`config.mk`:
```
export PLATFORM = sky130hd
export DESIGN_NAME = sfc_decode
export DESIGN_NICKNAME = d
export VERILOG_FILES = /design/src/rtl/strand_fragment_counter_defines.svh /design/src/rtl/sfc_pkg.sv /design/src/rtl/sfc_decode.sv
export SDC_FILE = /design/constraint.sdc
export NUM_CORES = 1
export LEC_CHECK = 0
export BUFFER_PORTS_ARGS = -buffer_cell sky130_fd_sc_hd__buf_2
export CORE_MARGIN = 5
export CORE_UTILIZATION = 32
export DETAILED_ROUTE_END_ITERATION = 6
export PLACE_DENSITY_LB_ADDON = 0.08
export SLEW_MARGIN = 5
export SYNTH_ARGS = -nofsm -noshare
export SYNTH_HDL_FRONTEND = slang
export SYNTH_SLANG_ARGS = --single-unit
```
`constraint.sdc`:
```
create_clock -name vclk -period 3
set_input_delay 0.9 -clock vclk [all_inputs]
set_output_delay 0.9 -clock vclk [all_outputs]
set_load 0.03 [all_outputs]
```
`src/rtl/strand_fragment_counter_defines.svh`:
```
// Assertion macros shared by the strand fragment counter RTL.
`ifndef STRAND_FRAGMENT_COUNTER_DEFINES_SVH
`define STRAND_FRAGMENT_COUNTER_DEFINES_SVH

`ifndef SYNTHESIS

// Concurrent assertion on an explicit clock and active-low reset.
`define SFC_ASSERT_AT(label, clk, rstn, prop, msg) \
  label: assert property (@(posedge clk) disable iff (!rstn) (prop)) else $error(msg);

// Concurrent assertion on the block clock and reset.
`define SFC_ASSERT(label, prop, msg) \
  `SFC_ASSERT_AT(label, clk_i, rst_ni, prop, msg)

`else

`define SFC_ASSERT_AT(label, clk, rstn, prop, msg)
`define SFC_ASSERT(label, prop, msg)

`endif

`endif

```
`src/rtl/sfc_pkg.sv`:
```
// Shared types and constants of the strand fragment counter.
package sfc_pkg;

  localparam int METRICS = 21;
  localparam int MIDX_W  = $clog2(METRICS);

  // Item kinds
  localparam logic [1:0] KIND_REC = 2'd0;
  localparam logic [1:0] KIND_TGT = 2'd1;
  localparam logic [1:0] KIND_MET = 2'd2;

  // Result status codes
  localparam logic [2:0] ST_OK      = 3'd0;
  localparam logic [2:0] ST_NEG_TGT = 3'd1;
  localparam logic [2:0] ST_UNUSUAL = 3'd2;
  localparam logic [2:0] ST_ORDER   = 3'd3;
  localparam logic [2:0] ST_UNLIKELY = 3'd4;

  // Register index decoded from paddr
  localparam logic REG_MODE = 1'b0;

  // SAM flag bit positions
  localparam int FL_PROPER = 1;
  localparam int FL_UNMAP  = 2;
  localparam int FL_MUNMAP = 3;
  localparam int FL_REV    = 4;
  localparam int FL_MREV   = 5;
  localparam int FL_R1     = 6;
  localparam int FL_R2     = 7;

  // Global metric counter numbers
  localparam int M_S_R1        = 0;
  localparam int M_S_R2        = 1;
  localparam int M_S_R1_IMP    = 2;
  localparam int M_S_R2_IMP    = 3;
  localparam int M_S_R1_MUN    = 4;
  localparam int M_S_R2_MUN    = 5;
  localparam int M_A_R1        = 6;
  localparam int M_A_R2        = 7;
  localparam int M_A_R1_IMP    = 8;
  localparam int M_A_R2_IMP    = 9;
  localparam int M_A_R1_MUN    = 10;
  localparam int M_A_R2_MUN    = 11;
  localparam int M_BOTH_FWD    = 12;
  localparam int M_BOTH_REV    = 13;
  localparam int M_TOTAL       = 14;
  localparam int M_UNMAPPED    = 15;
  localparam int M_SENSE_FRAG  = 16;
  localparam int M_ANTI_FRAG   = 17;
  localparam int M_UNEQUAL     = 18;
  localparam int M_SINGLE_S    = 19;
  localparam int M_SINGLE_A    = 20;

  // Update plan for one record, produced by the classifier
  typedef struct packed {
    logic [2:0]               status;
    logic                     a_valid;
    logic [9:0]               a_addr;
    logic                     sense;
    logic                     a_two;
    logic                     b_valid;
    logic [9:0]               b_addr;
    logic [METRICS-1:0][1:0]  madd;
  } plan_t;

endpackage

```
`src/rtl/sfc_decode.sv`:
```
// Record classifier: strand, status, table slots and metric increments.
module sfc_decode
  import sfc_pkg::*;
#(
  parameter int TARGETS = 1024
) (
  input  logic               mode_i,
  input  logic [15:0]        first_flags_i,
  input  logic signed [10:0] first_target_i,
  input  logic [15:0]        second_flags_i,
  input  logic signed [10:0] second_target_i,
  output plan_t              plan_o
);

  logic        ok1, ok2, mok, u1, u2;
  logic        r1, m1, r2, m2;
  logic [15:0] mf;
  plan_t       p;

  assign ok1 = !first_target_i[10] && ({22'd0, first_target_i[9:0]} < 32'(TARGETS));
  assign ok2 = !second_target_i[10] && ({22'd0, second_target_i[9:0]} < 32'(TARGETS));
  assign u1  = first_flags_i[FL_UNMAP];
  assign u2  = second_flags_i[FL_UNMAP];
  assign r1  = first_flags_i[FL_REV];
  assign m1  = first_flags_i[FL_MREV];
  assign r2  = second_flags_i[FL_REV];
  assign m2  = second_flags_i[FL_MREV];
  // the mapped read of a half-mapped pair
  assign mf  = u2 ? first_flags_i : second_flags_i;
  assign mok = u2 ? ok1 : ok2;

  always_comb begin
    p        = '0;
    p.status = ST_OK;
    p.a_addr = first_target_i[9:0];
    p.b_addr = second_target_i[9:0];
    if (mode_i) begin
      if (first_flags_i == 16'd0) begin
        if (!ok1) begin
          p.status = ST_NEG_TGT;
        end else begin
          p.a_valid = 1'b1;
          p.madd[M_ANTI_FRAG]  = 2'd1;
          p.madd[M_SINGLE_A]   = 2'd1;
          p.madd[M_TOTAL]      = 2'd1;
        end
      end else if (first_flags_i[FL_REV]) begin
        if (!ok1) begin
          p.status = ST_NEG_TGT;
        end else begin
          p.a_valid = 1'b1;
          p.sense   = 1'b1;
          p.madd[M_SENSE_FRAG]  = 2'd1;
          p.madd[M_SINGLE_S]    = 2'd1;
          p.madd[M_TOTAL]       = 2'd1;
        end
      end else if (first_flags_i[FL_UNMAP]) begin
        p.madd[M_UNMAPPED] = 2'd1;
        p.madd[M_TOTAL]    = 2'd1;
      end else begin
        p.status = ST_UNUSUAL;
      end
    end else if (u1 && u2) begin
      p.madd[M_UNMAPPED] = 2'd2;
      p.madd[M_TOTAL]    = 2'd2;
    end else if (!u1 && !u2) begin
      if (!(first_flags_i[FL_R1] && second_flags_i[FL_R2])) begin
        p.status = ST_ORDER;
      end else if (first_flags_i[FL_MUNMAP] || second_flags_i[FL_MUNMAP]) begin
        p.status = ST_UNLIKELY;
      end else if (!ok1 || !ok2) begin
        p.status = ST_NEG_TGT;
      end else if (!r1 && !m1 && !r2 && !m2) begin
        p.madd[M_BOTH_FWD] = 2'd2;
        p.madd[M_TOTAL]    = 2'd2;
      end else if (r1 && m1 && r2 && m2) begin
        p.madd[M_BOTH_REV] = 2'd2;
        p.madd[M_TOTAL]    = 2'd2;
      end else if ((r1 && m2) || (m1 && r2)) begin
        p.sense   = r1 && m2;
        p.a_valid = 1'b1;
        p.madd[M_TOTAL] = 2'd2;
        if (first_target_i[9:0] == second_target_i[9:0]) begin
          // both reads on one target: two reads, one fragment
          p.a_two = 1'b1;
          p.madd[p.sense ? M_SENSE_FRAG : M_ANTI_FRAG] = 2'd1;
        end else begin
          p.b_valid = 1'b1;
          p.madd[p.sense ? M_SENSE_FRAG : M_ANTI_FRAG] = 2'd2;
          p.madd[M_UNEQUAL] = 2'd1;
        end
        if (p.sense) begin
          p.madd[first_flags_i[FL_PROPER] ? M_S_R1 : M_S_R1_IMP]  = 2'd1;
          p.madd[second_flags_i[FL_PROPER] ? M_S_R2 : M_S_R2_IMP] = 2'd1;
        end else begin
          p.madd[first_flags_i[FL_PROPER] ? M_A_R1 : M_A_R1_IMP]  = 2'd1;
          p.madd[second_flags_i[FL_PROPER] ? M_A_R2 : M_A_R2_IMP] = 2'd1;
        end
      end else begin
        p.status = ST_UNLIKELY;
      end
    end else begin
      // exactly one read unmapped
      if (u2 ? !first_flags_i[FL_R1] : !second_flags_i[FL_R2]) begin
        p.status = ST_ORDER;
      end else if (!mf[FL_MUNMAP]) begin
        p.status = ST_UNUSUAL;
      end else if (!mok) begin
        p.status = ST_NEG_TGT;
      end else if (!mf[FL_R1] && !mf[FL_R2]) begin
        p.status = ST_UNUSUAL;
      end else begin
        p.a_valid = 1'b1;
        p.a_addr  = u2 ? first_target_i[9:0] : second_target_i[9:0];
        if (mf[FL_R1]) begin
          p.sense = mf[FL_REV];
          p.madd[mf[FL_REV] ? M_S_R1_MUN : M_A_R1_MUN] = 2'd1;
        end else begin
          p.sense = !mf[FL_REV];
          p.madd[mf[FL_REV] ? M_A_R2_MUN : M_S_R2_MUN] = 2'd1;
        end
        p.madd[p.sense ? M_SENSE_FRAG : M_ANTI_FRAG] = 2'd1;
        p.madd[M_UNMAPPED] = 2'd1;
        p.madd[M_TOTAL]    = 2'd2;
      end
    end
    // drop every update on error
    if (p.status != ST_OK) begin
      p.a_valid = 1'b0;
      p.b_valid = 1'b0;
      p.madd    = '0;
    end
  end

  assign plan_o = p;

endmodule

```
==> results of run 1 <==
cell families after synthesis:
| family | count (synthesis) | share of synthesized area |
|---|---|---|
| AND/OR/NAND/NOR | 63 | 0.331 |
| multiplexers | 12 | 0.128 |
| buffers and inverters | 40 | 0.251 |
| AO/OA/AOI/OAI | 18 | 0.154 |
| XOR/XNOR | 10 | 0.0847 |
| adder cells (fa/ha/maj) | 4 | 0.0484 |
| other | 1 | 0.00363 |
cell usage after synthesis, types with 2 or more instances:
cell type / count / share of area
a21oi_1: 3 / 0.015
and2_1: 5 / 0.030
and4_1: 3 / 0.025
buf_4: 29 / 0.21
clkbuf_1: 3 / 0.011
ha_1: 4 / 0.048
inv_1: 8 / 0.029
mux2_2: 10 / 0.11
mux2i_1: 2 / 0.019
nand2_1: 8 / 0.029
nand3_1: 3 / 0.015
nand4_1: 4 / 0.024
nor2_1: 21 / 0.076
nor3_1: 5 / 0.024
nor4_1: 5 / 0.030
o21ai_0: 2 / 0.0097
xor2_1: 10 / 0.085
worst min path at each step:
stage                                   from         end  slack, ps  cells after the start
final                     second_target_i[1]  plan_o[43]       2080                      2
after CTS                 second_target_i[3]  plan_o[45]       2090                      2
after global placement    second_target_i[5]  plan_o[47]       2080                      2
after detailed placement  second_target_i[1]  plan_o[43]       2080                      2
after floorplan           first_target_i[10]  plan_o[38]       1850                      1
after global routing      second_target_i[2]  plan_o[44]       2090                      2
cell type report:
class | count | area (µm²) | share of cell area
inverter | 8 | 30.0 | 0.0117
multi-input combinational | 124 | 1250 | 0.488
tap | 44 | 55.1 | 0.0214
timing repair buffer | 150 | 1230 | 0.479
worst max-delay path: stages:
cell,delay [ps]
buf_8,100
nand4b_1,260
a2111oi_4,430
buf_4,180
clkbuf_16,140
mux2_4,300
buf_6,140
layout by cell type, fill, tap and decap left out, types with 2 or more instances in the layout:
cell | Yosys | final
buf_6 | 0 | 52
inv_1 | 8 | 7
xor2_1 | 10 | 10
conb_1 | 1 | 17
nand2_2 | 0 | 2
nor4_4 | 0 | 4
nor2_4 | 0 | 12
nand2_8 | 0 | 2
ha_1 | 4 | 4
nand4_1 | 4 | 4
nor2_1 | 21 | 7
nor3_2 | 0 | 3
nor2_2 | 0 | 2
nand3_1 | 3 | 3
buf_2 | 0 | 51
nand2_1 | 8 | 4
buf_4 | 29 | 44
mux2_4 | 0 | 10
and2_4 | 0 | 5
repair_timing:
action,4_1_cts,5_1_grt
pin swaps,18,17
setup buffers,8,8
hold endpoints to repair,0,0
setup endpoints to repair,39,40
gates resized for setup,110,58
cloned,1,0
layer usage:
metal	vias to the layer above	routed length [µm]
met5	-	0
met4	0	62
met3	6	403
met2	83	2660
met1	725	1950
li1	752	-
metrics by stage:
| step | TNS (ps) | worst slack [ps] | std cells | utilization |
|---|---|---|---|---|
| floorplan | -1880 | -182 | 164 | - |
| global placement | -7330 | -337 | 312 | 0.587 |
| detailed placement | -7430 | -353 | 312 | 0.587 |
| CTS | -6530 | -316 | 320 | 0.748 |
| global route | -9630 | -404 | 326 | 0.835 |
| finish | -7470 | -351 | 326 | 0.835 |
power breakdown:
part | total, W | switching, W | internal [W]
clock network | 0 | 0 | 0
registers | 0 | 0 | 0
logic | 0.000345 | 0.000194 | 0.000151
==> qor.yml, run 1 <==
status: "complete, but fails checks"
violations: "negative setup slack"
critPathCapture: "plan_o[58]"
busiest_layer: "met2"
hpwl_um: 3340
required_ps: 2100
diodes: 0
area_growth_syn_to_layout_pct: 149
hold_viol_final: 0
yosysSeqAreaShare: 0
vias: 1566
power_density_nw_per_um2: 134
use_met3: 0.0354
grt_usage: 0.183
clock_buffer_count: 0
ant_nets: 0
fmax_mhz: 298
grtUsageMet2: 0.360
drt_iter0_drc: 37
syn_inst: 148
use_met1: 0.211
synth.distinct_cells: 40
vias_per_cell: 4.80
numPortBuffers: 98
die_w_um: 66.8
worstPathArrival_ps: 2450
layout_worst_path_cycle_share: 1.12
min_period_ps: 3350
worstPathMaxFanout: 5
final.setup.worst_slack_ps: -351
num_rows: 20
coreArea_um2: 3080
grt_setup_unrepaired: "true"
startpoint: "second_flags_i[2]"
antenna_found_initial: 0
grt_pass1_wl_um: 6670
critPathKind: "in -> out"
dpl-instance-area_um2: 1810
io-pin-count: 124
cts_hold_buf: 0
synth_area_um2: 1030
hold-worst-slack_ps: 2080
yosysWarnings: 0
drt-wirelength-per-cell_um: 15.6
setup_viol: 36
hold_path_class: "in -> out"
wl_um: 5080
start_kind: "input pin"
initial_core_util: 0.336
peakVddDrop_uv: 82.0
critPathCaptureType: "output pin"
fillers: 200
final_nets: 343
grt_max_degree: 8
drc: 0
die_y_um: 66.8
die-area_um2: 4470
nFlopsAndLatches: 0
p_total_w: 0.000345
drive_gt1_frac: 0.762
p_leak_nw: 1.25
maxCapViolations: 0
drtPass1Iterations: 4
slew_violations: 0
seq_area_um2: 0
gp_congestion: 0.787
avgSynthCellArea_um2: 6.98
design_area_um2: 2570
grt_pass1_vias: 1504
grt_overflow: 0
(Power assumes the default switching activity.)
==> run 2, diff against run 1 <==
--- a/config.mk
+++ b/config.mk
@@ -8,7 +8,8 @@
 export BUFFER_PORTS_ARGS = -buffer_cell sky130_fd_sc_hd__buf_2
 export CORE_MARGIN = 5
-export CORE_UTILIZATION = 32
+export CORE_UTILIZATION = 35
 export DETAILED_ROUTE_END_ITERATION = 6
 export PLACE_DENSITY_LB_ADDON = 0.08
+export SKIP_LAST_GASP = 1
 export SLEW_MARGIN = 5
 export SYNTH_ARGS = -nofsm -noshare
==> constraint.sdc (replaced) <==
create_clock -name vclk -period 3.6
set_input_delay 1.08 -clock vclk [all_inputs]
set_output_delay 1.08 -clock vclk [all_outputs]
set_load 0.02 [all_outputs]
==> run 2 against run 1 <==
  * The flow still finishes with violations (negative setup slack)
  * Core utilization shrank 21 points
  * First-iteration DRC count grew 22%
  * Power shrank 43%
  * Critical path depth shrank 1
  * Worst setup slack gained 290 ps
  * Cell count shrank 12%
  * Combinational power shrank 43%
  * Global-route usage shrank 0.74 points
  * Routed wire length shrank 18%
  * Die area shrank 7.3%
  * Final area shrank 32%
  * Highest routed layer unchanged
==> qor.yml, run 2 (synthesized netlist as in run 1, its figures left out) <==
drt_iter0_drc: 45
required_ps: 2520
critPathCaptureType: "output pin"
numPortBuffers: 98
drtPass1Iterations: 4
utilization: 0.627
hold-worst-slack_ps: 2420
final_cell_mix: "85 x buf_2, 23 x buf_4, 20 x nor2_1"
hold_viol_final: 0
initial_core_util: 0.368
area_growth_syn_to_layout_pct: 70.1
slew_violations: 0
grt_pass1_wl_um: 6230
min_period_ps: 3660
drive_gt1_frac: 0.570
fillers: 265
wl_um: 4150
crit_top_cell: "buf_6"
power_density_nw_per_um2: 112
p_leak_nw: 1.01
vias: 1431
start_kind: "input pin"
ant_nets: 0
dp_slack_ps: -70.2
num_rows: 19
seq_area_um2: 0
grt_max_degree: 9
die_y_um: 64.3
design_area_um2: 1760
grt_overflow: 0
worstPathMaxFanout: 5
critPathTopFamily: "compound AO/OA/AOI/OAI gates"
critPathKind: "in -> out"
fmax_mhz: 273
worstPathArrival_ps: 2580
vias_per_cell: 4.99
drt-wirelength-per-cell_um: 14.4
clock_buffer_count: 0
maxCapViolations: 0
antenna_found_initial: 0
grt_setup_unrepaired: "true"
nFlopsAndLatches: 0
final_nets: 317
gp_congestion: 0.778
grt_usage: 0.176
drc: 0
final.setup.worst_slack_ps: -61.5
cts_hold_buf: 0
cp_cell_sequence: "buf_8 > nand4b_1 > a2111oi_4 > buf_6 > mux2_4 > buf_6"
layout_worst_path_cycle_share: 1.02
die_w_um: 64.3
mostFrequentLayoutCell: "buf_2"
grt_pass1_vias: 1452
critPathSlowestCell: "a2111oi_4"
hold_path_class: "in -> out"
coreArea_um2: 2810
violations: "negative setup slack"
setup_viol: 11
dpl-instance-area_um2: 1570
die-area_um2: 4140
hpwl_um: 3310
io-pin-count: 124
peakVddDrop_uv: 59.4
cpPeakStageDelay_ps: 490
status: "complete, but fails checks"
diodes: 0
setup_tns_ps: -544
worst-path-buf-inv: 3
-- run 2: cell types whose count changed in the layout (fill, tap and decap cells not counted), moves of 3 or more --
cell | previous run | this run
and2_1 | 0 | 5
and2_4 | 5 | 0
buf_2 | 51 | 85
buf_4 | 44 | 23
buf_6 | 52 | 15
nand2_1 | 4 | 7
nor2_1 | 7 | 20
nor2_4 | 12 | 0
nor3_1 | 1 | 4
nor4_1 | 1 | 5
nor4_4 | 4 | 0
-- run 2: area by class of cell --
| type | instances | area, µm² | share of cell area |
|---|---|---|---|
| Timing Repair Buffer | 124 | 782 | 0.445 |
| Multi-Input combinational cell | 124 | 907 | 0.516 |
| Inverter | 8 | 30.0 | 0.0171 |
| Tap cell | 31 | 38.8 | 0.0221 |
-- run 2: path summary, 6_finish.rpt --
| path | slack [ps] | endpoint | cells after the start | startpoint |
|---|---|---|---|---|
| max | -60 | plan_o[56] | 6 | second_flags_i[2] |
| min | 2420 | plan_o[43] | 2 | second_target_i[1] |
-- run 2: power by group --
group,switching [W],total (W),internal [W],leakage [nW]
Sequential,0,0,0,0
Clock,0,0,0,0
Combinational,0.000111,0.000197,0.0000860,1.01
Total,0.000111,0.000197,0.0000860,1.01
-- run 2: what timing repair did --
item / in CTS / in global routing
gates resized for setup: 35 / 11
buffers inserted: 2 / 1
setup endpoints to repair: 16 / 19
hold endpoints to repair: 0 / 0
pin swaps: 3 / 4
gates cloned: 1 / 0
-- run 2: per-layer routing --
layer | track usage | part of all wire | vias up
met5 | 0 | 0 | -
met4 | 0.0343 | 0.017 | 0
met3 | 0.0455 | 0.12 | 8
met2 | 0.332 | 0.50 | 87
met1 | 0.197 | 0.37 | 633
li1 | - | - | 703
-- run 2: per-stage QoR --
stage,cells,total power [W]
2_1_floorplan,164,0.000117
3_3_place_gp,283,0.000169
3_5_place_dp,283,0.000173
4_1_cts,286,0.000191
5_1_grt,287,0.000212
6_report,287,0.000197
